## config.mk

```make
export PLATFORM = sky130hd
export DESIGN_NAME = mi4_mul
export DESIGN_NICKNAME = d
export VERILOG_FILES = /design/src/rtl/mi4_pkg.sv /design/src/rtl/mi4_mul.sv
export SDC_FILE = /design/constraint.sdc
export NUM_CORES = 1
export LEC_CHECK = 0
export BUFFER_PORTS_ARGS = -buffer_cell sky130_fd_sc_hd__buf_2
export CAP_MARGIN = 20
export CELL_PAD_IN_SITES_DETAIL_PLACEMENT = 1
export CELL_PAD_IN_SITES_GLOBAL_PLACEMENT = 1
export CORE_MARGIN = 4
export CORE_UTILIZATION = 40
export DETAILED_ROUTE_END_ITERATION = 10
export GPL_ROUTABILITY_DRIVEN = 0
export GPL_TIMING_DRIVEN = 0
export HOLD_SLACK_MARGIN = 0.03
export PLACE_DENSITY = 0.75
export SYNTH_ARGS = -nofsm -noshare
export SYNTH_HDL_FRONTEND = slang
export SYNTH_SLANG_ARGS = --single-unit
```

## constraint.sdc

```tcl
create_clock -name clk -period 3.8 [get_ports clk]
set_clock_uncertainty 0.05 [all_clocks]
set_input_delay 0 -clock clk [delete_from_list [all_inputs] [get_ports clk]]
set_output_delay 0 -clock clk [all_outputs]
set_load 0.01 [all_outputs]
```

## src/rtl/mi4_pkg.sv

```systemverilog
`timescale 1ns / 1ps
package mi4_pkg;

  // Element format and default fraction width.
  localparam int ELEM_WIDTH    = 32;
  localparam int FRAC_BITS_DEF = 16;

  typedef logic [ELEM_WIDTH-1:0] elem_t;

  // Whole matrix, element (r, c) at index {r, c}.
  typedef logic [15:0][ELEM_WIDTH-1:0] mat_t;

  typedef struct packed {
    logic [1:0]                   row_index;
    logic signed [ELEM_WIDTH-1:0] elem_col0;
    logic signed [ELEM_WIDTH-1:0] elem_col1;
    logic signed [ELEM_WIDTH-1:0] elem_col2;
    logic signed [ELEM_WIDTH-1:0] elem_col3;
  } in_word_t;

  typedef struct packed {
    logic [1:0]                   out_row;
    logic signed [ELEM_WIDTH-1:0] inv_col0;
    logic signed [ELEM_WIDTH-1:0] inv_col1;
    logic signed [ELEM_WIDTH-1:0] inv_col2;
    logic signed [ELEM_WIDTH-1:0] inv_col3;
    logic                         singular;
    logic                         last_row;
  } out_word_t;

  // Status of a multi-cycle arithmetic unit.
  typedef struct packed {
    logic busy;
    logic done;
  } unit_stat_t;

  typedef enum logic [3:0] {
    BK_IDLE,
    BK_MUL_GO,
    BK_MUL_WAIT,
    BK_DET_GO,
    BK_DET_WAIT,
    BK_CHK,
    BK_DIV_GO,
    BK_DIV_WAIT,
    BK_PUSH
  } back_state_t;

  // The n-th index of 0..3 once index s is left out.
  function automatic logic [1:0] skip_idx(input logic [1:0] s, input logic [1:0] n);
    return (n < s) ? n : n + 2'd1;
  endfunction

endpackage

```

## src/rtl/mi4_mul.sv

```systemverilog
`timescale 1ns / 1ps
module mi4_mul #(
  parameter int AW = 64,
  parameter int BW = 32
) (
  input  logic                  clk,
  input  logic                  rst_n,
  input  logic                  start,
  input  logic signed [AW-1:0]  a,
  input  logic signed [BW-1:0]  b,
  output logic signed [AW-1:0]  p,
  output mi4_pkg::unit_stat_t   stat
);
  import mi4_pkg::*;

  localparam int CW = $clog2(BW + 1);

  logic [AW-1:0] ma_r, ma_nxt, acc_r, acc_nxt;
  logic [BW-1:0] mb_r, mb_nxt;
  logic [CW-1:0] cnt_r, cnt_nxt;
  logic          neg_r, neg_nxt, busy_r, busy_nxt, done_r, done_nxt;

  assign p         = neg_r ? -$signed(acc_r) : $signed(acc_r);
  assign stat.busy = busy_r;
  assign stat.done = done_r;

  // Shift and add over the magnitude of b, one bit a cycle.
  always_comb begin
    ma_nxt   = ma_r;
    mb_nxt   = mb_r;
    acc_nxt  = acc_r;
    cnt_nxt  = cnt_r;
    neg_nxt  = neg_r;
    busy_nxt = busy_r;
    done_nxt = 1'b0;
    if (start) begin
      ma_nxt   = a[AW-1] ? AW'(-a) : AW'(a);
      mb_nxt   = b[BW-1] ? BW'(-b) : BW'(b);
      acc_nxt  = '0;
      cnt_nxt  = CW'(BW);
      neg_nxt  = a[AW-1] ^ b[BW-1];
      busy_nxt = 1'b1;
    end else if (busy_r) begin
      if (mb_r[0]) begin
        acc_nxt = acc_r + ma_r;
      end
      ma_nxt  = ma_r << 1;
      mb_nxt  = mb_r >> 1;
      cnt_nxt = cnt_r - CW'(1);
      if (cnt_r == CW'(1)) begin
        busy_nxt = 1'b0;
        done_nxt = 1'b1;
      end
    end
  end

  always_ff @(posedge clk) begin
    if (!rst_n) begin
      busy_r <= 1'b0;
      done_r <= 1'b0;
    end else begin
      busy_r <= busy_nxt;
      done_r <= done_nxt;
    end
  end

  always_ff @(posedge clk) begin
    ma_r  <= ma_nxt;
    mb_r  <= mb_nxt;
    acc_r <= acc_nxt;
    cnt_r <= cnt_nxt;
    neg_r <= neg_nxt;
  end

endmodule

```

# Word-level counts from Yosys, hierarchy flattened
# Index checks and enable logic that the tools add are counted.
[classes]
n_addsub = 5
n_eq_ne = 1
n_mux = 11
n_bitwise = 3
n_reduce_logical = 3
[op_table]
columns = ["cell", "count"]
rows = [
  ["two-way mux 64 bit", 4],
  ["negation 64 bit", 2],
  ["two-way mux 32 bit", 3],
  ["adder 64 bit", 1],
  ["negation 32 bit", 1],
  ["equality test 6 x 1 -> 1 bit (second input constant)", 1],
  ["subtractor 6 x 1 -> 6 bit (second input constant)", 1],
  ["two-way mux 1 bit", 4],
  ["OR reduction 3 bit", 1],
  ["NOT 1 bit", 2],
  ["AND reduction 2 bit", 1],
  ["nonzero test 2 bit", 1],
  ["bitwise XOR 1 bit", 1],
]
[word_totals]
regBits = 169
out_inout_bits = 66
wordCells = 30

# Logic depth before layout (Yosys ltp)
# Gate-level depths: netlist (run 1).
[depth]
depth_word = 4
mapped_depth = 13
depth_no_buf = 13

# Worst setup path after synthesis (run 1)
# OpenSTA, ideal clock, no wires.
[synth_timing]
path_type = "register to output"
start = "register acc_r[13]"
end = "output p[58]"
arrival_ns = 4.150
t_required_ns = 3.750
slack_ns = -0.400
stages_incl_launch_ff = 13
cell_sequence = "dfxtp_1 > or4_4 > or3_4 > or4_4 > nor4_4 > or3b_4 > nand2b_4 > or3_4 > or3_4 > or3_1 > buf_6 > o41ai_4 > xnor2_1"
[synth_between]
elab_chain_len = 2
[synth_lines]
columns = ["element", "line_no", "rtl"]
rows = [
  ["start: declaration", "mi4_mul.sv:18", "logic [AW-1:0] ma_r, ma_nxt, acc_r, acc_nxt;"],
  ["start signal: assignment", "mi4_mul.sv:70", "acc_r <= acc_nxt;"],
  ["negation 64 bit", "mi4_mul.sv:23", "assign p = neg_r ? -$signed(acc_r) : $signed(acc_r);"],
  ["two-way mux 64 bit", "mi4_mul.sv:23", ""],
  ["end: declaration", "mi4_mul.sv:11", "output logic signed [AW-1:0] p,"],
]
# Every way passes these cells.

# Final worst setup path (run 1)
[layout_timing]
start = "register acc_r[13]"
end = "output p[51]"
# Same word-level chain as after synthesis.

==> flow_summary.yaml, run 1 <==
clock_network:
  cts-root-buf: "clkbuf_16"
  ctsHtreeMaxLevel: 4
  clkLatencyLatePin_ns: 0.45
  ctsLongestPathBuffers: 2
  cts_tree: "yes"
  clkSinkCount: 169
  clk_pin_slew_ns: 0.07
  numCtsBuffers: 17
global_route:
  grt_pass1_wl_um: 79700
  grt_use_total_pct: 27.8
  grt_max_degree: 59
  antenna_found_initial: 2
  gr-total-overflow: 0
  grt_pass1_vias: 14272
placement:
  placed_cells: 2219
  port_buffers: 163
  place_hpwl_um: 36800
timing:
  rsz0062_at_grt: "true"
  whs_ns: 0.0420
  fmax_mhz: 198
  hold_violations: 0
  fin_ws_ns: -1.24
  period_share_pct: 133
  finalCriticalPeriod_ns: 5.04
  drv_slew: 0
  setup_violations: 26
  tightestPinTransition_ns: 1.20
  slew_headroom_pct: 19.8
routing:
  vias: 13721
  drtIter0Drc: 848
  ant_nets: 0
  drcViolationCount: 0
  routed.top_layer: "met4"
  vias_per_cell: 5.79
  wl_per_cell_um: 21.9
  wl_met1_um: 22000
  wirelength_um: 51800
  first_pass_iters: 5
  wl_met3_um: 3030
  dr_wl_met2_um: 24900
logic_synthesis:
  synth_area_mm2: 0.0133
  synth-warning-count: 0
  synth.top_cell.area_share_pct: 22.0
  yosys.cell_count.top_type: "a21oi_1"
  syn_inst: 1611
  syn_area_per_cell_um2: 8.23
  synth-seq-cells: 169
  syn_nets: 1779
  ys_top_cells_by_area: "edfxtp_1 (22%), dfxtp_1 (11%), a21oi_1 (8.3%), xor2_1 (7.1%), xnor2_1 (6.7%)"
  synth_edf_count: 97
  synthArstFlopShare_pct: 0
  synth_top_area_cell: "edfxtp_1"
  synth_ff_type: "edfxtp_1"
  synthTopCellsByCount: "a21oi_1 (220), nand2_1 (186), nor2_1 (148)"
  ys_types: 76
  ys_seq_area_share_pct: 32.8
critical_path:
  start_kind: "register"
  crit_path_top_delay_cell: "or4_4"
  criticalPathCategory: "register to primary output"
  critical_path.cell_chain: "or4_4 -> or3_4 -> or4_4 -> nor4_4 -> or3b_4 -> or2_4 -> or3_4 -> or3_4 -> or3_4 -> o41ai_4 -> xnor2_2 -> buf_2"
  end_kind: "primary output"
  crit_fanout: 8
  arrival_ns: 4.99
  cp.required_ns: 3.75
  critPathMostFrequentCell: "or3_4"
  cpPeakStageDelay_ns: 0.55
floorplanning:
  core_area_mm2: 0.0326
  num_io_pins: 165
  die_h_um: 190
  dieWidth_um: 190
  placementRows: 66
  initial_core_util_pct: 40.7
  die-area_mm2: 0.0361
flow_run:
  max_cap_viol_count: 0
cells_and_area:
  nets: 2079
  layout.cells.non_filler: 2368
  area_growth_pct: 28.0
  nFillCells: 3932
  drive_gt1_share_pct: 17.6
power_and_ir_drop:
  power_density_mw_per_mm2: 412
  netSwitchingFraction_pct: 39.1
  peakVddDrop_uv: 355
  totalPowerFinal_w: 0.00699
  p_switching_w: 0.00273
  p_seq_share_pct: 34.2
  p_int_w: 0.00426
  p_comb_share_pct: 41.0
  power_frac_clock_pct: 24.8
  p_leak_nw: 6.80
status:
  violations: "negative setup slack"
  outcome: "finished with violations"
hold_path:
  hold_path.class: "input pin to register"
## per-layer routing
metal | vias to the layer above | GRT usage (%)
li1 | 6478 | -
met1 | 6698 | 35.4
met2 | 442 | 47.1
met3 | 103 | 4.90
met4 | 0 | 10.5
met5 | - | 0
## path summary, 6_finish.rpt
kind	from	endpoint	slack, ns	cells past startpoint
max	acc_r[13]	p[51]	-1.24	12
min	b[7]	mb_r[7]	0.04	3
max reg2reg	acc_r[0]	acc_r[58]	0.13	13
min reg2reg	acc_r[11]	acc_r[11]	0.47	2
## cells by family (layout without fill, tap and decap cells)
logic type      Yosys count  after routing  share of synthesized area (%)
simple gates            536            536                           19.4
compound gates          504            504                           23.4
xor+xnor                210            210                           13.9
flops                   169            169                           32.8
buf+inv                 118            431                           3.49
fa+ha+maj                69             69                           6.56
mux                       5              5                          0.406
other cells               0              2                              0
## state kept, by name, indices dropped and copies added, names as in the netlist
name / flops
mb_r: 32
neg_r: 1
ma_r: 64
cnt_r: 6
acc_r: 64
done_r: 1
busy_r: 1
## power groups by stage
stage               clock network (W)  registers, W  logic [W]
floorplan                           0       0.00233    0.00174
global placement                    0       0.00241    0.00242
detailed placement                  0       0.00241    0.00251
CTS                           0.00174       0.00238    0.00272
global route                  0.00182       0.00241    0.00312
finish                        0.00173       0.00239    0.00286
## layout make-up
class                   instances  area [um2]  share of cell area, %
multi-input cells            1324        8980                   52.8
flip-flops and latches        169        4380                   25.8
repair buffers                292        2110                   12.4
well taps                     442         553                   3.26
clock buffers                  19         433                   2.55
plain buffers                  80         312                   1.83
clock inverters                13         119                  0.700
inverters                      27         101                  0.597
diodes                          2        5.00                 0.0295
## per-stage QoR
step / TNS [ns] / util, % / setup WS, ns / area (um2)
after global routing: -24.35 / 52.1 / -1.33 / 17000
after detailed placement: -14.65 / 45.4 / -0.727 / 14800
after CTS: -18.29 / 51.1 / -1.03 / 16700
final: -20.73 / 52.1 / -1.24 / 17000
after floorplan: -3.42 / - / -0.297 / 13400
after global placement: -16.38 / 45.2 / -0.928 / 14700
## critical path, delay by kind of cell (launching register included)
| kind | cells | cell delay [ns] |
|---|---|---|
| AO/OA/AOI/OAI | 1 | 0.44 |
| XOR/XNOR | 1 | 0.20 |
| buffers and inverters | 1 | 0.18 |
| flip-flops | 1 | 0.35 |
| AND/OR/NAND/NOR | 9 | 3.36 |
## timing repair
action / 4_1_cts / 5_1_grt
buffers inserted: 14 / 16
setup endpoints to repair: 36 / 53
endpoints found under the hold margin: 98 / 0
pin swaps: 22 / 29
hold buffers: 96 / 0
gates resized for setup: 49 / 64
## cell usage in the layout, fill, tap and decap left out, types with 9 or more instances in the layout
cell           count
a21o_1            41
a21oi_1          217
a31oi_1           10
and3_1            11
buf_2            164
buf_4             19
buf_6             13
clkbuf_1          71
clkbuf_16         17
dfxtp_1           57
dfxtp_2           12
dlygate4sd3_1     96
edfxtp_1          97
ha_1              64
inv_1             26
nand2_1          183
nand2b_1          10
nand3_1           27
nand4_1           19
nor2_1           147
nor3_1            21
o21ai_0           71
o21ai_1           12
o21bai_1          12
o31ai_1           40
o31ai_4            9
o41ai_1           20
or3_1             28
or4_1             21
xnor2_1           93
xnor2_2            9
xor2_1           108
No activity file was read; power rests on OpenSTA's default activity.
==> inputs of run 2 (changes only) <==
--- a/config.mk
+++ b/config.mk
@@ -16,6 +16,7 @@
 export GPL_TIMING_DRIVEN = 0
 export HOLD_SLACK_MARGIN = 0.03
 export PLACE_DENSITY = 0.75
+export REMOVE_ABC_BUFFERS = 1
 export SYNTH_ARGS = -nofsm -noshare
 export SYNTH_HDL_FRONTEND = slang
 export SYNTH_SLANG_ARGS = --single-unit
==> run 2 against run 1 <==
Effect of this change:
- the flow still finishes with violations (negative setup slack)
- global-route usage is 4.2 points lower
- flip-flop and latch count stayed put
- cell count is 3.4% lower
- setup slack better by 0.13 ns
- combinational power is 3% lower
- critical path depth is 1 higher
- via count is 6.3% lower
- worst hold slack better by 0.032 ns
- sequential power hardly changed
- maximum frequency is 2.7% higher
- critical endpoint is now p[50]
- highest routed layer unchanged
==> flow_summary.yaml, run 2 (synthesis results as in run 1) <==
status:
  outcome: "finished with violations"
  violations: "negative setup slack"
power_and_ir_drop:
  p_seq_share_pct: 34.7
  peakVddDrop_uv: 291
  power_frac_clock_pct: 25.0
  netSwitchingFraction_pct: 38.6
  p_comb_share_pct: 40.3
  power_density_mw_per_mm2: 411
  p_int_w: 0.00422
  p_switching_w: 0.00265
  totalPowerFinal_w: 0.00687
  p_leak_nw: 6.74
global_route:
  grt_pass1_wl_um: 70700
  gr-total-overflow: 0
  top_usage_layer: "met2"
  antenna_found_initial: 0
  grtUsageMet1_pct: 30.6
  grt_max_degree: 135
  use_met3_pct: 5.10
  grt_pass1_vias: 13446
  gr-usage-met2_pct: 40.8
  grt_use_total_pct: 23.6
hold_path:
  hold_depth: 4
  hold_path.class: "input pin to register"
timing:
  setup_violations: 28
  period_share_pct: 129
  fin_ws_ns: -1.11
  slew_headroom_pct: 40.8
  finalCriticalPeriod_ns: 4.91
  rsz0062_at_grt: "true"
  tightestPinTransition_ns: 0.888
  hold_violations: 0
  drv_slew: 0
  fmax_mhz: 204
critical_path:
  critical_path.cell_chain: "or4_4 -> or3_4 -> or4_4 -> nor4_4 -> or3b_4 -> nand2b_4 -> or3_4 -> or3_4 -> or3_4 -> buf_6 -> o31ai_4 -> xnor2_1 -> buf_2"
  end_kind: "primary output"
  criticalPathCategory: "register to primary output"
  cpPeakStageDelay_ns: 0.54
  crit_path_top_delay_cell: "or4_4"
  crit_fanout: 7
  reg2regPathDepth: 13
  rrSetupSlack_ns: 0.15
  arrival_ns: 4.86
  cp.required_ns: 3.75
  start_kind: "register"
  critPathMostFrequentCell: "or3_4"
floorplanning:
  placementRows: 66
  die_h_um: 190
  die-area_mm2: 0.0361
  dieWidth_um: 190
  core_area_mm2: 0.0326
  num_io_pins: 165
  initial_core_util_pct: 40.7
cells_and_area:
  drive_gt1_share_pct: 17.1
  antenna_cells: 0
  final_cell_mix: "a21oi_1 (220), nand2_1 (182), buf_2 (161)"
  nets: 2001
  area_growth_pct: 26.0
  reg_top3: "acc_r (64), ma_r (64), mb_r (32)"
  final_common_cell: "a21oi_1"
  postLayoutCellArea_mm2: 0.0167
routing:
  wl_per_cell_um: 19.0
  wirelength_um: 43400
  vias: 12854
  vias_per_cell: 5.62
  drcViolationCount: 0
  first_pass_iters: 5
  ant_nets: 0
  drtIter0Drc: 662
clock_network:
  ctsHtreeMaxLevel: 4
  clk_pin_slew_ns: 0.07
  clkSinkCount: 169
  clkLatencyLatePin_ns: 0.44
  cts_tree: "yes"
  ctsLongestPathBuffers: 2
  cts-root-buf: "clkbuf_16"
  numCtsBuffers: 17
placement:
  port_buffers: 164
  place_area_mm2: 0.0144
  place_ws_ns: -1.11
  place_hpwl_um: 30100
flow_run:
  max_cap_viol_count: 0
-- run 2: changes by cell type in the layout (fill, tap and decap cells not counted), sizes merged --
cell / change
clkbuf: -70
buf: -12
inv: +6
clkinvlp: -3
dlygate4sd3: +3
diode: -2
bufinv: -1
clkinv: -1
-- run 2: final timing paths --
check                               start   endpoint
worst min-delay path                a[21]   ma_r[22]
worst max register to register    ma_r[0]  acc_r[58]
worst min register to register   cnt_r[1]   cnt_r[1]
worst max-delay path            acc_r[13]      p[50]
-- run 2: layout make-up --
type	count	area [um2]
Fill cell	3855	15900
Multi-Input combinational cell	1324	8930
Sequential cell	169	4370
Timing Repair Buffer	294	2210
Tap cell	442	553
Clock buffer	18	429
Clock inverter	14	128
Inverter	27	101
-- run 2: per-stage QoR --
stage / setup TNS (ns) / hold slack (ns) / utilization, % / std cells
floorplan: -5.00 / 0.0191 / - / 1520
global placement: -233.18 / 0.175 / 43.8 / 2126
detailed placement: -20.90 / 0.205 / 44.2 / 2131
CTS: -22.47 / 0.0505 / 50.3 / 2277
global route: -25.66 / 0.0843 / 51.3 / 2288
finish: -21.43 / 0.0743 / 51.3 / 2288
-- run 2: what timing repair did --
| action | in CTS | in global routing |
|---|---|---|
| hold buffers | 99 | 0 |
| pin swaps | 20 | 31 |
| setup buffers | 15 | 10 |
| gates resized for setup | 59 | 46 |
| hold endpoints to repair | 100 | 0 |
| endpoints found under the setup margin | 38 | 47 |
| gates cloned | 0 | 0 |
-- run 2: worst max-delay path, delay by kind of cell, from the launching register on --
kind | cells | cell delay (ns)
and+or+nand+nor | 9 | 3.40
DFF | 1 | 0.35
buffers and inverters | 2 | 0.32
AOI/OAI and AO/OA | 1 | 0.19
xor gates and xnor gates | 1 | 0.15
-- run 2: per-layer routing --
metal | wire, um | share of wire, %
met4 | 557 | 1.3
met2 | 21200 | 49
met5 | 0 | 0
met3 | 2070 | 4.8
met1 | 19500 | 45
-- run 2: power groups by stage --
stage,clock network (W),registers (W),logic [W]
after floorplan,0,0.00234,0.00163
after global placement,0,0.00242,0.00232
after detailed placement,0,0.00240,0.00241
after CTS,0.00176,0.00238,0.00265
after global routing,0.00185,0.00241,0.00305
final,0.00172,0.00238,0.00277
