## src/rtl/mi4_queue.sv

```systemverilog
`timescale 1ns / 1ps
module mi4_queue #(
  parameter int W     = 8,
  parameter int DEPTH = 2
) (
  input  logic         clk,
  input  logic         rst_n,
  input  logic         wr_en,
  input  logic [W-1:0] wr_data,
  output logic         q_full,
  input  logic         rd_en,
  output logic [W-1:0] rd_data,
  output logic         q_empty
);
  localparam int PW = (DEPTH > 1) ? $clog2(DEPTH) : 1;
  localparam int CW = $clog2(DEPTH + 1);

  logic [W-1:0]  mem [DEPTH];
  logic [PW-1:0] wp_r, wp_nxt, rp_r, rp_nxt;
  logic [CW-1:0] cnt_r, cnt_nxt;
  logic          do_wr, do_rd;

  assign q_full  = (cnt_r == CW'(DEPTH));
  assign q_empty = (cnt_r == '0);
  assign do_wr   = wr_en && !q_full;
  assign do_rd   = rd_en && !q_empty;
  assign rd_data = mem[rp_r];

  // Pointer and fill count update.
  always_comb begin
    wp_nxt  = wp_r;
    rp_nxt  = rp_r;
    cnt_nxt = cnt_r;
    if (do_wr) begin
      wp_nxt = (wp_r == PW'(DEPTH - 1)) ? '0 : wp_r + PW'(1);
    end
    if (do_rd) begin
      rp_nxt = (rp_r == PW'(DEPTH - 1)) ? '0 : rp_r + PW'(1);
    end
    if (do_wr && !do_rd) begin
      cnt_nxt = cnt_r + CW'(1);
    end else if (do_rd && !do_wr) begin
      cnt_nxt = cnt_r - CW'(1);
    end
  end

  always_ff @(posedge clk) begin
    if (!rst_n) begin
      wp_r  <= '0;
      rp_r  <= '0;
      cnt_r <= '0;
    end else begin
      wp_r  <= wp_nxt;
      rp_r  <= rp_nxt;
      cnt_r <= cnt_nxt;
    end
  end

  // Storage is written at the write pointer only.
  always_ff @(posedge clk) begin
    if (do_wr) begin
      mem[wp_r] <= wr_data;
    end
  end

endmodule

```

## config.mk

```make
export PLATFORM = sky130hd
export DESIGN_NAME = mi4_queue
export DESIGN_NICKNAME = d
export VERILOG_FILES = /design/src/rtl/mi4_queue.sv
export SDC_FILE = /design/constraint.sdc
export NUM_CORES = 1
export LEC_CHECK = 0
export CAP_MARGIN = 10
export CORE_MARGIN = 2
export CORE_UTILIZATION = 59
export CTS_CLUSTER_SIZE = 12
export DETAILED_ROUTE_END_ITERATION = 10
export DONT_BUFFER_PORTS = 1
export PLACE_DENSITY_LB_ADDON = 0.3
export SYNTH_ARGS = -nofsm -noshare
export SYNTH_HDL_FRONTEND = slang
export SYNTH_SLANG_ARGS = --single-unit
```

## constraint.sdc

```tcl
create_clock -name clk -period 2.9 [get_ports clk]
set_clock_uncertainty 0.2 [all_clocks]
set_input_delay 0.58 -clock clk [delete_from_list [all_inputs] [get_ports clk]]
set_output_delay 0.58 -clock clk [all_outputs]
set_load 0.005 [all_outputs]
```

* Word level (Yosys, flattened, before mapping)
Memories as Yosys holds them, arrays and structs flattened. A register that Yosys moved wholly into a read port is not among the register bits.
Cells that the tools add are included.
W data, S select, Z words.
** Operators by class
- Equality and inequality tests :: 1
- $add $sub $neg :: 4
- Reduce and logical (&&, ||, !) cells :: 10
- Muxes and demuxes :: 8
** Operator list (number)
- $mux W1 :: 6
- $logic_and A1 B1 Y1 :: 4
- $logic_not A1 Y1 :: 4
- $mux W2 :: 2
- $add A1 B1 Y1 const B :: 2
- $add A2 B1 Y2 const B :: 1
- $eq A2 B2 Y1 const B :: 1
- $logic_not A2 Y1 :: 1
- $reduce_bool A2 Y1 :: 1
- $sub A2 B1 Y2 const B :: 1
** Storage, ports and cells
- Input bits :: 12
- Output and inout bits :: 10
- Logic and storage cells :: 27
- Memories :: 1
- Bits in writable memories :: 16
- Flip-flop bits (word level) :: 4
** Memory list
- mem :: depth 2, width 8, read ports 1, clocked after memory_dff 1, write ports 1, RTL line 18 : logic [W-1:0] mem [DEPTH];

* Depth between registers and ports, before layout
Gate-level depths: netlist of the first run.
- Depth after elaboration :: 7
- Gate-level depth with buffers :: 7

* Worst setup path before layout of the first run
No wires, ideal clock.
- Kind :: input-to-reg
- Start :: input rd_en
- End :: register cnt_r[1]
- Buffers on the path :: 0
- Slack :: 1187 ps
- Setup time :: 70 ps
- Required time :: 2630 ps
- Stages on the path :: 4
- Arrival time :: 1443 ps
- Cell sequence :: o21ai_1 ha_1 or3_1 a21boi_1
** Between the ends
- Longest elaborated chain between the ends :: 4
** Ends and longest elaborated chain
- from (decl) :: RTL line 11 : input logic rd_en,
- $logic_and A1 B1 Y1 (*) :: RTL line 26 : assign do_rd = rd_en && !q_empty;
- $logic_not A1 Y1 :: RTL line 40 : if (do_wr && !do_rd) begin
- $logic_and A1 B1 Y1 :: RTL line 40
- $mux W2 or $reduce_bool A2 Y1 (tied branches)
- to (signal assigned) :: RTL line 55 : cnt_r <= cnt_nxt;
- to (decl) :: RTL line 20 : logic [CW-1:0] cnt_r, cnt_nxt;
Mark *: on every way between the ends. The rest lies on a longest branch, timed or not.
A chain may end at the register's enable or synchronous reset.

==> results of run 1 <==
==> power by group <==
group / total, mW / internal [mW] / switching [mW] / leakage, nW
sequential: 0.423 / 0.384 / 0.0391 / 0.191
clock: 0.136 / 0.0514 / 0.0845 / 0.0177
combinational: 0.182 / 0.0928 / 0.0890 / 0.0898
==> kinds of logic after synthesis <==
group,after synthesis,share of synthesized area (%)
adder cells (fa/ha/maj),1,1.55
XOR/XNOR,3,3.25
multiplexers,8,11.1
AND/OR/NAND/NOR,9,6.80
flip-flops,21,71.7
AO/OA/AOI/OAI,5,4.02
buffers and inverters,3,1.54
==> worst max path at each step <==
| stage | cells past startpoint | endpoint | from |
|---|---|---|---|
| finish | 1 | rd_data[0] | register |
| detailed placement | 4 | cnt_r[1] | rd_en |
| global route | 1 | rd_data[3] | register |
| CTS | 1 | rd_data[0] | register |
| floorplan | 4 | cnt_r[1] | rd_en |
| global placement | 4 | cnt_r[1] | rd_en |
==> registers in the layout, indices dropped and copies added, names as in the netlist, named ones only <==
register,flops
wp_r,1
cnt_r,2
rp_r,1
mem,16
==> layout make-up <==
| class | instances | area (um^2) | share of cell area, % |
|---|---|---|---|
| flip-flops and latches | 21 | 581 | 68.2 |
| well taps | 15 | 18.8 | 2.21 |
| clock buffers | 3 | 22.5 | 2.65 |
| multi-input cells | 26 | 216 | 25.4 |
| clock inverters | 1 | 5.00 | 0.588 |
| inverters | 2 | 7.51 | 0.882 |
==> cell usage in the layout, fill, tap and decap left out <==
master / synthesis / layout
sky130_fd_sc_hd__a21boi_1: 1 / 1
sky130_fd_sc_hd__o21a_1: 1 / 1
sky130_fd_sc_hd__inv_1: 1 / 1
sky130_fd_sc_hd__and2_1: 3 / 3
sky130_fd_sc_hd__o21ai_0: 1 / 1
sky130_fd_sc_hd__clkbuf_4: 0 / 3
sky130_fd_sc_hd__mux2_2: 8 / 8
sky130_fd_sc_hd__inv_2: 1 / 1
sky130_fd_sc_hd__nor2_1: 2 / 2
sky130_fd_sc_hd__nand2b_1: 1 / 1
sky130_fd_sc_hd__or3_1: 1 / 1
sky130_fd_sc_hd__xor2_1: 1 / 1
sky130_fd_sc_hd__a21boi_0: 1 / 1
sky130_fd_sc_hd__ha_1: 1 / 1
sky130_fd_sc_hd__xnor2_1: 2 / 2
sky130_fd_sc_hd__clkinv_2: 0 / 1
sky130_fd_sc_hd__o21ai_1: 1 / 1
sky130_fd_sc_hd__edfxtp_1: 16 / 16
sky130_fd_sc_hd__and3_1: 1 / 1
sky130_fd_sc_hd__nor3_2: 1 / 1
sky130_fd_sc_hd__dfxtp_1: 5 / 5
==> stage by stage <==
stage / std cells / total power [mW] / hold WS (ns)
final: 68 / 0.741 / 0.168
after global routing: 68 / 0.780 / 0.142
after CTS: 68 / 0.746 / 0.162
after detailed placement: 64 / 0.613 / 0.348
after global placement: 64 / 0.596 / 0.292
after floorplan: 50 / 0.580 / 0.283
==> metal layers <==
metal	share of wire [%]	track usage (%)
met1	37	12.3
met2	55	26.6
met3	8.1	4.89
met4	0.53	12.5
met5	0	0
==> run summary, run 1 <==
number of hold buffers added after cts: 0
starting density of the core: 63.0%
residual antenna-violating net count after detailed routing: 0
GRT Residual Overflow: 0
biggest fanout along the worst timing path: 8
CTS root buf: sky130_fd_sc_hd__clkbuf_4
Max Transition Viols Final: 0
final net count: 67
endpoint with the worst hold slack: mem[0][2]
Max Buffers Root-to-Sink: 2
x dimension of the die: 41.0 um
violation count after the first detailed-route iteration: 4
clock buffer count from CTS: 3
fraction of synthesis flops using an asynchronous set or reset pin: 0%
filler cell count in the final layout: 82
post-synthesis instance area: 810 um^2
final weighted congestion in routability-driven placement: 0.656
portion of synthesized cell area occupied by the leading cell type: 59.4%
post-synth top area cell: sky130_fd_sc_hd__edfxtp_1
unrepaired setup endpoints after global routing: no
share of post-route cells with drive strength above 1: 26.4%
wire length of the first global-routing pass: 1.46 mm
Reg2Reg Setup Slack: 1.06 ns
power per cell area: 871 nW/um^2
launch point of the worst reg-to-reg path: cnt_r[0]
source of the worst hold timing path: wr_data[2]
number of antenna violations at the first check in global routing: 0
element type at the critical path start: register
CP Cell Sequence: mux2_2
most frequent cells after synthesis: sky130_fd_sc_hd__edfxtp_1 (16), sky130_fd_sc_hd__mux2_2 (8), sky130_fd_sc_hd__dfxtp_1 (5)
count of cells resized by post-cts repair: 0
final setup slack of the worst path: 0.882 ns
WP data arrival: 1.24 ns
run status: finished, final reports clean
DRC viols: 0
latest clock arrival within the worst-skew pair: 0.30 ns
via count: 387
number of synthesized register bits: 21
routed wire length per instance: 16.6 um
worst slack after detailed placement: 1.08 ns
placement row count: 13
CP Data Required Time: 2.12 ns
average vias per placed instance: 5.69
number of placed I/O pins: 22
slew of the pin with the lowest slew margin: 0.665 ns
cell count after synthesis: 50
depth of the most critical reg-to-reg path: 6
count of buffers inserted at the top-level ports: 0
clock input transition at the sequential cells of the worst setup and hold paths: 0.11 ns
worst hold path cell count: 0
Placed Area: 823 um^2
post-CTS repair timing setup buffer count: 0
Seq/Total Area, Yosys: 71.7%
number of H-tree branching levels: 1
Max-Slew Margin vs Limit: 55.5%
area of the core: 1280 um^2
Lkg Pwr: 0.298 nW
total negative slack for setup checks: 0 ns
Peak VDD IR: 0.611 mV
Post-synth EDFFs: 16
area enclosed by the die boundary: 1680 um^2
CTS sink count: 21
vertical die dimension: 41.0 um
Min Clock Period, post-route: 2.02 ns
classification of the worst-slack hold path: in2reg
primary flip-flop cell chosen by synthesis mapping: sky130_fd_sc_hd__edfxtp_1
Distinct cells, synth: 20
clock tree from TritonCTS: built
highest-delay cell along the critical path: sky130_fd_sc_hd__dfxtp_1
max-capacitance violation count: 0
critical path buffer and inverter count: 0
most frequent cell after synthesis: sky130_fd_sc_hd__edfxtp_1
Design Area, Final: 851 um^2
Global Route Usage Sum: 14.7%
path type of the worst setup path: reg2out
antenna diode instance count: 0
Hold Violations, Final: 0
kind of capture point of the worst setup path: output pin
maximum number of pins on one net before global-route repair: 13
number of endpoints failing setup at the final stage: 0
Synth Net Count: 63
number of warnings reported in the yosys synthesis log: 0
via count of the first global-routing pass: 371
kind of cell with the highest combined delay on the critical path: flip-flops
cell types occupying the most area after synthesis: sky130_fd_sc_hd__edfxtp_1 (59%), sky130_fd_sc_hd__dfxtp_1 (12%), sky130_fd_sc_hd__mux2_2 (11%)
crit-path max cell delay: 0.54 ns
HPWL after detailed placement: 820 um
achievable clock frequency: 495 MHz
Syn Area/Cell: 16.2 um^2
area overhead of the layout relative to synthesis: 5.10%
crit share post-route: 69.6%
Worst R2R End: cnt_r[1]
final core utilization: 66.2%
Total Wirelength: 1.13 mm
number of detailed-route iterations in the first pass: 4
Note: power is estimated with default switching activity, not from simulation.
==> run 2: changes to the inputs <==
--- a/config.mk
+++ b/config.mk
@@ -5,9 +5,10 @@
 export SDC_FILE = /design/constraint.sdc
 export NUM_CORES = 1
 export LEC_CHECK = 0
+export ABC_AREA = 1
 export CAP_MARGIN = 10
 export CORE_MARGIN = 2
-export CORE_UTILIZATION = 59
+export CORE_UTILIZATION = 52
 export CTS_CLUSTER_SIZE = 12
 export DETAILED_ROUTE_END_ITERATION = 10
 export DONT_BUFFER_PORTS = 1
==> constraint.sdc (replaced) <==
create_clock -name clk -period 1.7 [get_ports clk]
set_clock_uncertainty 0.2 [all_clocks]
set_input_delay 0.34 -clock clk [delete_from_list [all_inputs] [get_ports clk]]
set_output_delay 0.34 -clock clk [all_outputs]
set_load 0.005 [all_outputs]
==> run 2 against run 1 <==
  * Final area rose by 18%
  * Clock power is 58% higher
  * Sequential power up 72%
  * Final cell count is 40% higher
  * Core utilization up 1.4 points
  * Critical path depth did not move
  * Non-clock buffer count rose by 13
  * First-iteration DRC count rose to 2.5 times the previous value
==> run summary, run 2 <==
run status: finished, final reports clean
max-capacitance violation count: 0
kind of cell with the highest combined delay on the critical path: flip-flops
residual antenna-violating net count after detailed routing: 0
portion of synthesized cell area occupied by the leading cell type: 58.4%
fraction of synthesis flops using an asynchronous set or reset pin: 0%
Placed Area: 853 um^2
top register by number of flip-flops: mem
unrepaired setup endpoints after global routing: no
HPWL after detailed placement: 801 um
maximum number of pins on one net before global-route repair: 12
starting density of the core: 55.3%
post-route total power: 1.33 mW
kind of capture point of the worst setup path: output pin
Final Instance Count excl. Fillers: 95
Global Route Usage Sum: 13.4%
violation count after the first detailed-route iteration: 10
number of synthesized register bits: 21
cell types occupying the most area after synthesis: sky130_fd_sc_hd__edfxtp_1 (58%), sky130_fd_sc_hd__dfxtp_1 (12%), sky130_fd_sc_hd__mux2_2 (11%)
number of detailed-route iterations in the first pass: 3
Syn Area/Cell: 13.1 um^2
worst hold slack: 0.150 ns
Design Area, Final: 1010 um^2
area enclosed by the die boundary: 1920 um^2
clock buffer count from CTS: 3
antenna diode instance count: 0
Max-Slew Margin vs Limit: 83.9%
highest-delay cell along the critical path: sky130_fd_sc_hd__dfxtp_4
Largest register FFs: 16
crit share post-route: 93.9%
Seq/Total Area, Yosys: 70.5%
area of the core: 1490 um^2
final setup slack of the worst path: 0.104 ns
worst slack after detailed placement: 0.0572 ns
post-placement cell count: 80
x dimension of the die: 43.8 um
crit-path max cell delay: 0.42 ns
routed wire length per instance: 12.3 um
number of placed I/O pins: 22
final weighted congestion in routability-driven placement: 0.628
number of H-tree branching levels: 1
GRT Residual Overflow: 0
post-synth top area cell: sky130_fd_sc_hd__edfxtp_1
path type of the worst setup path: reg2out
leading cell types in the layout, fill and taps excluded: sky130_fd_sc_hd__edfxtp_1 (16), sky130_fd_sc_hd__nor2_1 (10), sky130_fd_sc_hd__dlygate4sd3_1 (9)
final net count: 93
Max Buffers Root-to-Sink: 2
Total Wirelength: 1.17 mm
cell count after synthesis: 63
Post-synth EDFFs: 16
Distinct cells, synth: 15
post-synthesis instance area: 823 um^2
Min Clock Period, post-route: 1.60 ns
clock tree from TritonCTS: built
Max Transition Viols Final: 0
clock input transition at the sequential cells of the worst setup and hold paths: 0.10 ns
share of post-route cells with drive strength above 1: 29.1%
Synth Net Count: 76
area overhead of the layout relative to synthesis: 22.2%
wire length of the first global-routing pass: 1.81 mm
final core utilization: 67.6%
count of buffers inserted at the top-level ports: 0
DRC viols: 0
power per cell area: 1320 nW/um^2
latest clock arrival within the worst-skew pair: 0.28 ns
Hold Violations, Final: 0
CTS sink count: 21
CP Data Required Time: 1.16 ns
average vias per placed instance: 5.02
most common cell after layout, fill and taps aside: sky130_fd_sc_hd__edfxtp_1
primary flip-flop cell chosen by synthesis mapping: sky130_fd_sc_hd__edfxtp_1
total negative slack for setup checks: 0 ns
CTS root buf: sky130_fd_sc_hd__clkbuf_4
biggest registers after layout: mem: 16 flops, cnt_r: 2 flops
most frequent cells after synthesis: sky130_fd_sc_hd__edfxtp_1 (16), sky130_fd_sc_hd__nor2_1 (10), sky130_fd_sc_hd__inv_1 (8), sky130_fd_sc_hd__mux2_2 (8), sky130_fd_sc_hd__nand2_1 (6)
number of endpoints failing setup at the final stage: 0
number of warnings reported in the yosys synthesis log: 0
number of antenna violations at the first check in global routing: 0
critical path buffer and inverter count: 0
placement row count: 14
via count of the first global-routing pass: 453
achievable clock frequency: 627 MHz
CP Cell Sequence: mux2_2
Peak VDD IR: 0.789 mV
most frequent cell after synthesis: sky130_fd_sc_hd__edfxtp_1
classification of the worst-slack hold path: in2reg
Lkg Pwr: 0.383 nW
biggest fanout along the worst timing path: 8
slew of the pin with the lowest slew margin: 0.240 ns
element type at the critical path start: register
vertical die dimension: 43.8 um
WP data arrival: 1.06 ns
via count: 477
-- run 2: cell types whose count changed in the layout (fill, tap and decap cells not counted), moves of 2 or more --
cell / previous run / this run
sky130_fd_sc_hd__dfxtp_4: 0 / 2
sky130_fd_sc_hd__buf_4: 0 / 4
sky130_fd_sc_hd__inv_1: 1 / 7
sky130_fd_sc_hd__nand2_1: 0 / 6
sky130_fd_sc_hd__xnor2_1: 2 / 0
sky130_fd_sc_hd__and2_1: 3 / 0
sky130_fd_sc_hd__dfxtp_1: 5 / 2
sky130_fd_sc_hd__dlygate4sd3_1: 0 / 9
sky130_fd_sc_hd__nor2_1: 2 / 10
-- run 2: area by class of cell --
class                           instances  area (um^2)
Sequential cell                        21          589
Fill cell                             111          483
Multi-Input combinational cell         32          216
Timing Repair Buffer                   13          120
Inverter                                9         33.8
Clock buffer                            4         26.3
Tap cell                               16         20.0
-- run 2: metal layers --
metal	part of all wire (%)	routed length, um	global-route usage, %
met5	0	0	0
met4	0	0	1.82
met3	5.9	69	5.00
met2	57	661	27.6
met1	37	435	12.1
-- run 2: repair_timing --
action	in CTS	in global routing
gates resized for setup	1	6
pin swaps	0	2
setup buffers	0	2
gates cloned	0	0
hold buffers	9	0
endpoints found under the setup margin	8	3
hold endpoints to repair	21	0
-- run 2: path summary, 6_finish.rpt --
kind	startpoint	to	slack, ns	depth (start not counted)
setup reg to reg	cnt_r[1]	mem[0][2]	0.17	5
hold reg to reg	rp_r	rp_r	0.31	2
hold / removal	rd_en	register	0.15	4
setup / recovery	register	rd_data[3]	0.10	1
-- run 2: cells by family after synthesis --
logic type	after synthesis	synth area share, %
DFF	21	70.5
and+or+nand+nor	19	9.42
buffers and inverters	10	4.71
muxes	8	10.9
AOI/OAI and AO/OA	4	2.89
adders and majority gates	1	1.52
-- run 2: tightest hold or removal path: stages --
cell                     delay [ns]
sky130_fd_sc_hd__inv_1         0.04
sky130_fd_sc_hd__nor2_2        0.04
sky130_fd_sc_hd__nor2_1        0.11
sky130_fd_sc_hd__nor2_1        0.06
-- run 2: power breakdown --
part / switching, mW / total [mW] / internal, mW
registers: 0.0615 / 0.729 / 0.667
logic: 0.198 / 0.382 / 0.184
clock network: 0.124 / 0.215 / 0.0909
total: 0.383 / 1.33 / 0.942
==> run 3: changes to the inputs <==
--- a/config.mk
+++ b/config.mk
@@ -8,11 +8,12 @@
 export ABC_AREA = 1
 export CAP_MARGIN = 10
 export CORE_MARGIN = 2
-export CORE_UTILIZATION = 52
+export CORE_UTILIZATION = 58
 export CTS_CLUSTER_SIZE = 12
 export DETAILED_ROUTE_END_ITERATION = 10
 export DONT_BUFFER_PORTS = 1
 export PLACE_DENSITY_LB_ADDON = 0.3
+export SKIP_LAST_GASP = 1
 export SYNTH_ARGS = -nofsm -noshare
 export SYNTH_HDL_FRONTEND = slang
 export SYNTH_SLANG_ARGS = --single-unit
==> constraint.sdc (replaced) <==
create_clock -name clk -period 1.6 [get_ports clk]
set_clock_uncertainty 0.2 [all_clocks]
set_input_delay 0.32 -clock clk [delete_from_list [all_inputs] [get_ports clk]]
set_output_delay 0.32 -clock clk [all_outputs]
set_load 0.005 [all_outputs]
==> run 3 against run 2 <==
  * Setup slack lost 0.086 ns
  * Non-clock buffer count is the same
  * Clock-buffer cell count is the same
  * Clock power grew 9.8%
  * Sequential cell count is the same
  * Worst hold slack lost 0.022 ns
  * Final area grew 0.13%
  * Final cell count shrank 1.1%
  * Wire length grew 16%
  * Core utilization grew 8.9 points
  * Die area shrank 9.4%
  * Via count grew 2.9%
==> run summary, run 3 (same netlist as run 2, synthesis figures left out) <==
classification of the worst-slack hold path: in2reg
average vias per placed instance: 5.22
Reg2Reg Setup Slack: 0.12 ns
clock input transition at the sequential cells of the worst setup and hold paths: 0.11 ns
routed wire length per instance: 14.4 um
critical path buffer and inverter count: 0
CTS sink count: 21
latest clock arrival within the worst-skew pair: 0.29 ns
Largest register FFs: 16
number of placed I/O pins: 22
number of antenna violations at the first check in global routing: 0
power per cell area: 1410 nW/um^2
starting density of the core: 62.5%
path type of the worst setup path: reg2out
violation count after the first detailed-route iteration: 12
Global Route Usage Sum: 17.9%
Total Wirelength: 1.35 mm
number of H-tree branching levels: 1
crit share post-route: 98.9%
final net count: 93
x dimension of the die: 41.7 um
placement row count: 13
worst hold slack: 0.128 ns
HPWL after detailed placement: 951 um
antenna diode instance count: 0
crit-path max cell delay: 0.41 ns
biggest registers after layout: mem: 16 flops, cnt_r: 2 flops
leading cell types in the layout, fill and taps excluded: sky130_fd_sc_hd__edfxtp_1 (16), sky130_fd_sc_hd__nor2_1 (9), sky130_fd_sc_hd__dlygate4sd3_1 (9)
endpoint with the worst hold slack: wp_r
Max-Slew Margin vs Limit: 90.1%
final core utilization: 76.4%
CP Cell Sequence: mux2_2
area of the core: 1320 um^2
GRT Residual Overflow: 0
area overhead of the layout relative to synthesis: 22.3%
kind of capture point of the worst setup path: output pin
number of endpoints failing setup at the final stage: 0
Lkg Pwr: 0.385 nW
achievable clock frequency: 632 MHz
vertical die dimension: 41.7 um
Worst R2R End: cnt_r[1]
via count of the first global-routing pass: 534
final weighted congestion in routability-driven placement: 0.651
clock buffer count from CTS: 3
maximum number of pins on one net before global-route repair: 12
most common cell after layout, fill and taps aside: sky130_fd_sc_hd__edfxtp_1
area enclosed by the die boundary: 1740 um^2
CP Data Required Time: 1.08 ns
DRC viols: 0
Hold Violations, Final: 0
residual antenna-violating net count after detailed routing: 0
unrepaired setup endpoints after global routing: yes
share of post-route cells with drive strength above 1: 29.1%
Peak VDD IR: 0.872 mV
Min Clock Period, post-route: 1.58 ns
clock tree from TritonCTS: built
number of detailed-route iterations in the first pass: 4
worst hold path cell count: 4
biggest fanout along the worst timing path: 8
count of buffers inserted at the top-level ports: 0
wire length of the first global-routing pass: 2.26 mm
run status: finished, final reports clean
Max Transition Viols Final: 0
slew of the pin with the lowest slew margin: 0.147 ns
max-capacitance violation count: 0
source of the worst hold timing path: wr_en
filler cell count in the final layout: 86
element type at the critical path start: register
Max Buffers Root-to-Sink: 2
kind of cell with the highest combined delay on the critical path: flip-flops
via count: 491
depth of the most critical reg-to-reg path: 9
launch point of the worst reg-to-reg path: cnt_r[1]
CTS root buf: sky130_fd_sc_hd__clkbuf_4
highest-delay cell along the critical path: sky130_fd_sc_hd__dfxtp_4
top register by number of flip-flops: mem
WP data arrival: 1.06 ns
-- run 3: changes by cell type in the layout (fill, tap and decap cells not counted) --
cell,previous run,this run
sky130_fd_sc_hd__inv_2,2,1
sky130_fd_sc_hd__nor2_1,10,9
sky130_fd_sc_hd__nor2_2,1,2
sky130_fd_sc_hd__inv_1,7,8
-- run 3: how the worst max path moves through the flow --
stage,startpoint,endpoint,slack [ns],cells after the start
floorplan,cnt_r[0],cnt_r[1],0.11,9
global placement,cnt_r[1],cnt_r[1],0.06,9
detailed placement,cnt_r[1],cnt_r[1],0.006,9
CTS,register,rd_data[5],-0.006,1
global route,register,rd_data[5],-0.03,1
finish,register,rd_data[5],0.02,1
-- run 3: repair_timing --
action | in CTS | in global routing
endpoints found under the hold margin | 21 | 0
pin swaps | 1 | 1
gates resized for setup | 3 | 4
setup buffers | 1 | 0
hold buffers | 9 | 0
endpoints found under the setup margin | 9 | 10
-- run 3: final cells by class --
class	count	area (um^2)	area share (%)
Sequential cell	21	589	58.5
Multi-Input combinational cell	32	219	21.7
Timing Repair Buffer	13	120	11.9
Inverter	9	33.8	3.35
Clock buffer	4	26.3	2.61
Tap cell	15	18.8	1.86
-- run 3: power breakdown --
part / internal [mW] / switching (mW)
clock: 0.0968 / 0.139
sequential: 0.709 / 0.0685
combinational: 0.194 / 0.213
total: 1.00 / 0.421
-- run 3: per-layer routing --
layer / wire length (um) / share of wire [%] / vias to the layer above / global-route usage [%]
met5: 0 / 0 / - / 0
met4: 5 / 0.37 / 0 / 7.74
met1: 523 / 39 / 224 / 20.0
met2: 754 / 56 / 17 / 32.2
li1: - / - / 248 / -
met3: 66 / 4.9 / 2 / 3.91
-- run 3: through the flow --
step	setup slack, ns	std cells	TNS, ns	total power [mW]	instance area (um^2)
after global placement	0.0563	80	0	1.11	860
after floorplan	0.106	63	0	1.04	823
after detailed placement	0.00613	80	0	1.13	860
after CTS	-0.00596	94	-0.00596	1.40	988
after global routing	-0.0251	94	-0.160	1.51	1010
final	0.0178	94	0	1.42	1010
-- run 3: worst reg2reg max path: stages (launching register included) --
cell	delay (ns)
sky130_fd_sc_hd__dfxtp_2	0.36
sky130_fd_sc_hd__inv_1	0.07
sky130_fd_sc_hd__o21ai_2	0.13
sky130_fd_sc_hd__inv_1	0.10
sky130_fd_sc_hd__ha_4	0.28
sky130_fd_sc_hd__inv_1	0.05
sky130_fd_sc_hd__nand3_1	0.07
sky130_fd_sc_hd__nand2_1	0.05
sky130_fd_sc_hd__inv_1	0.05
sky130_fd_sc_hd__nor2_1	0.03
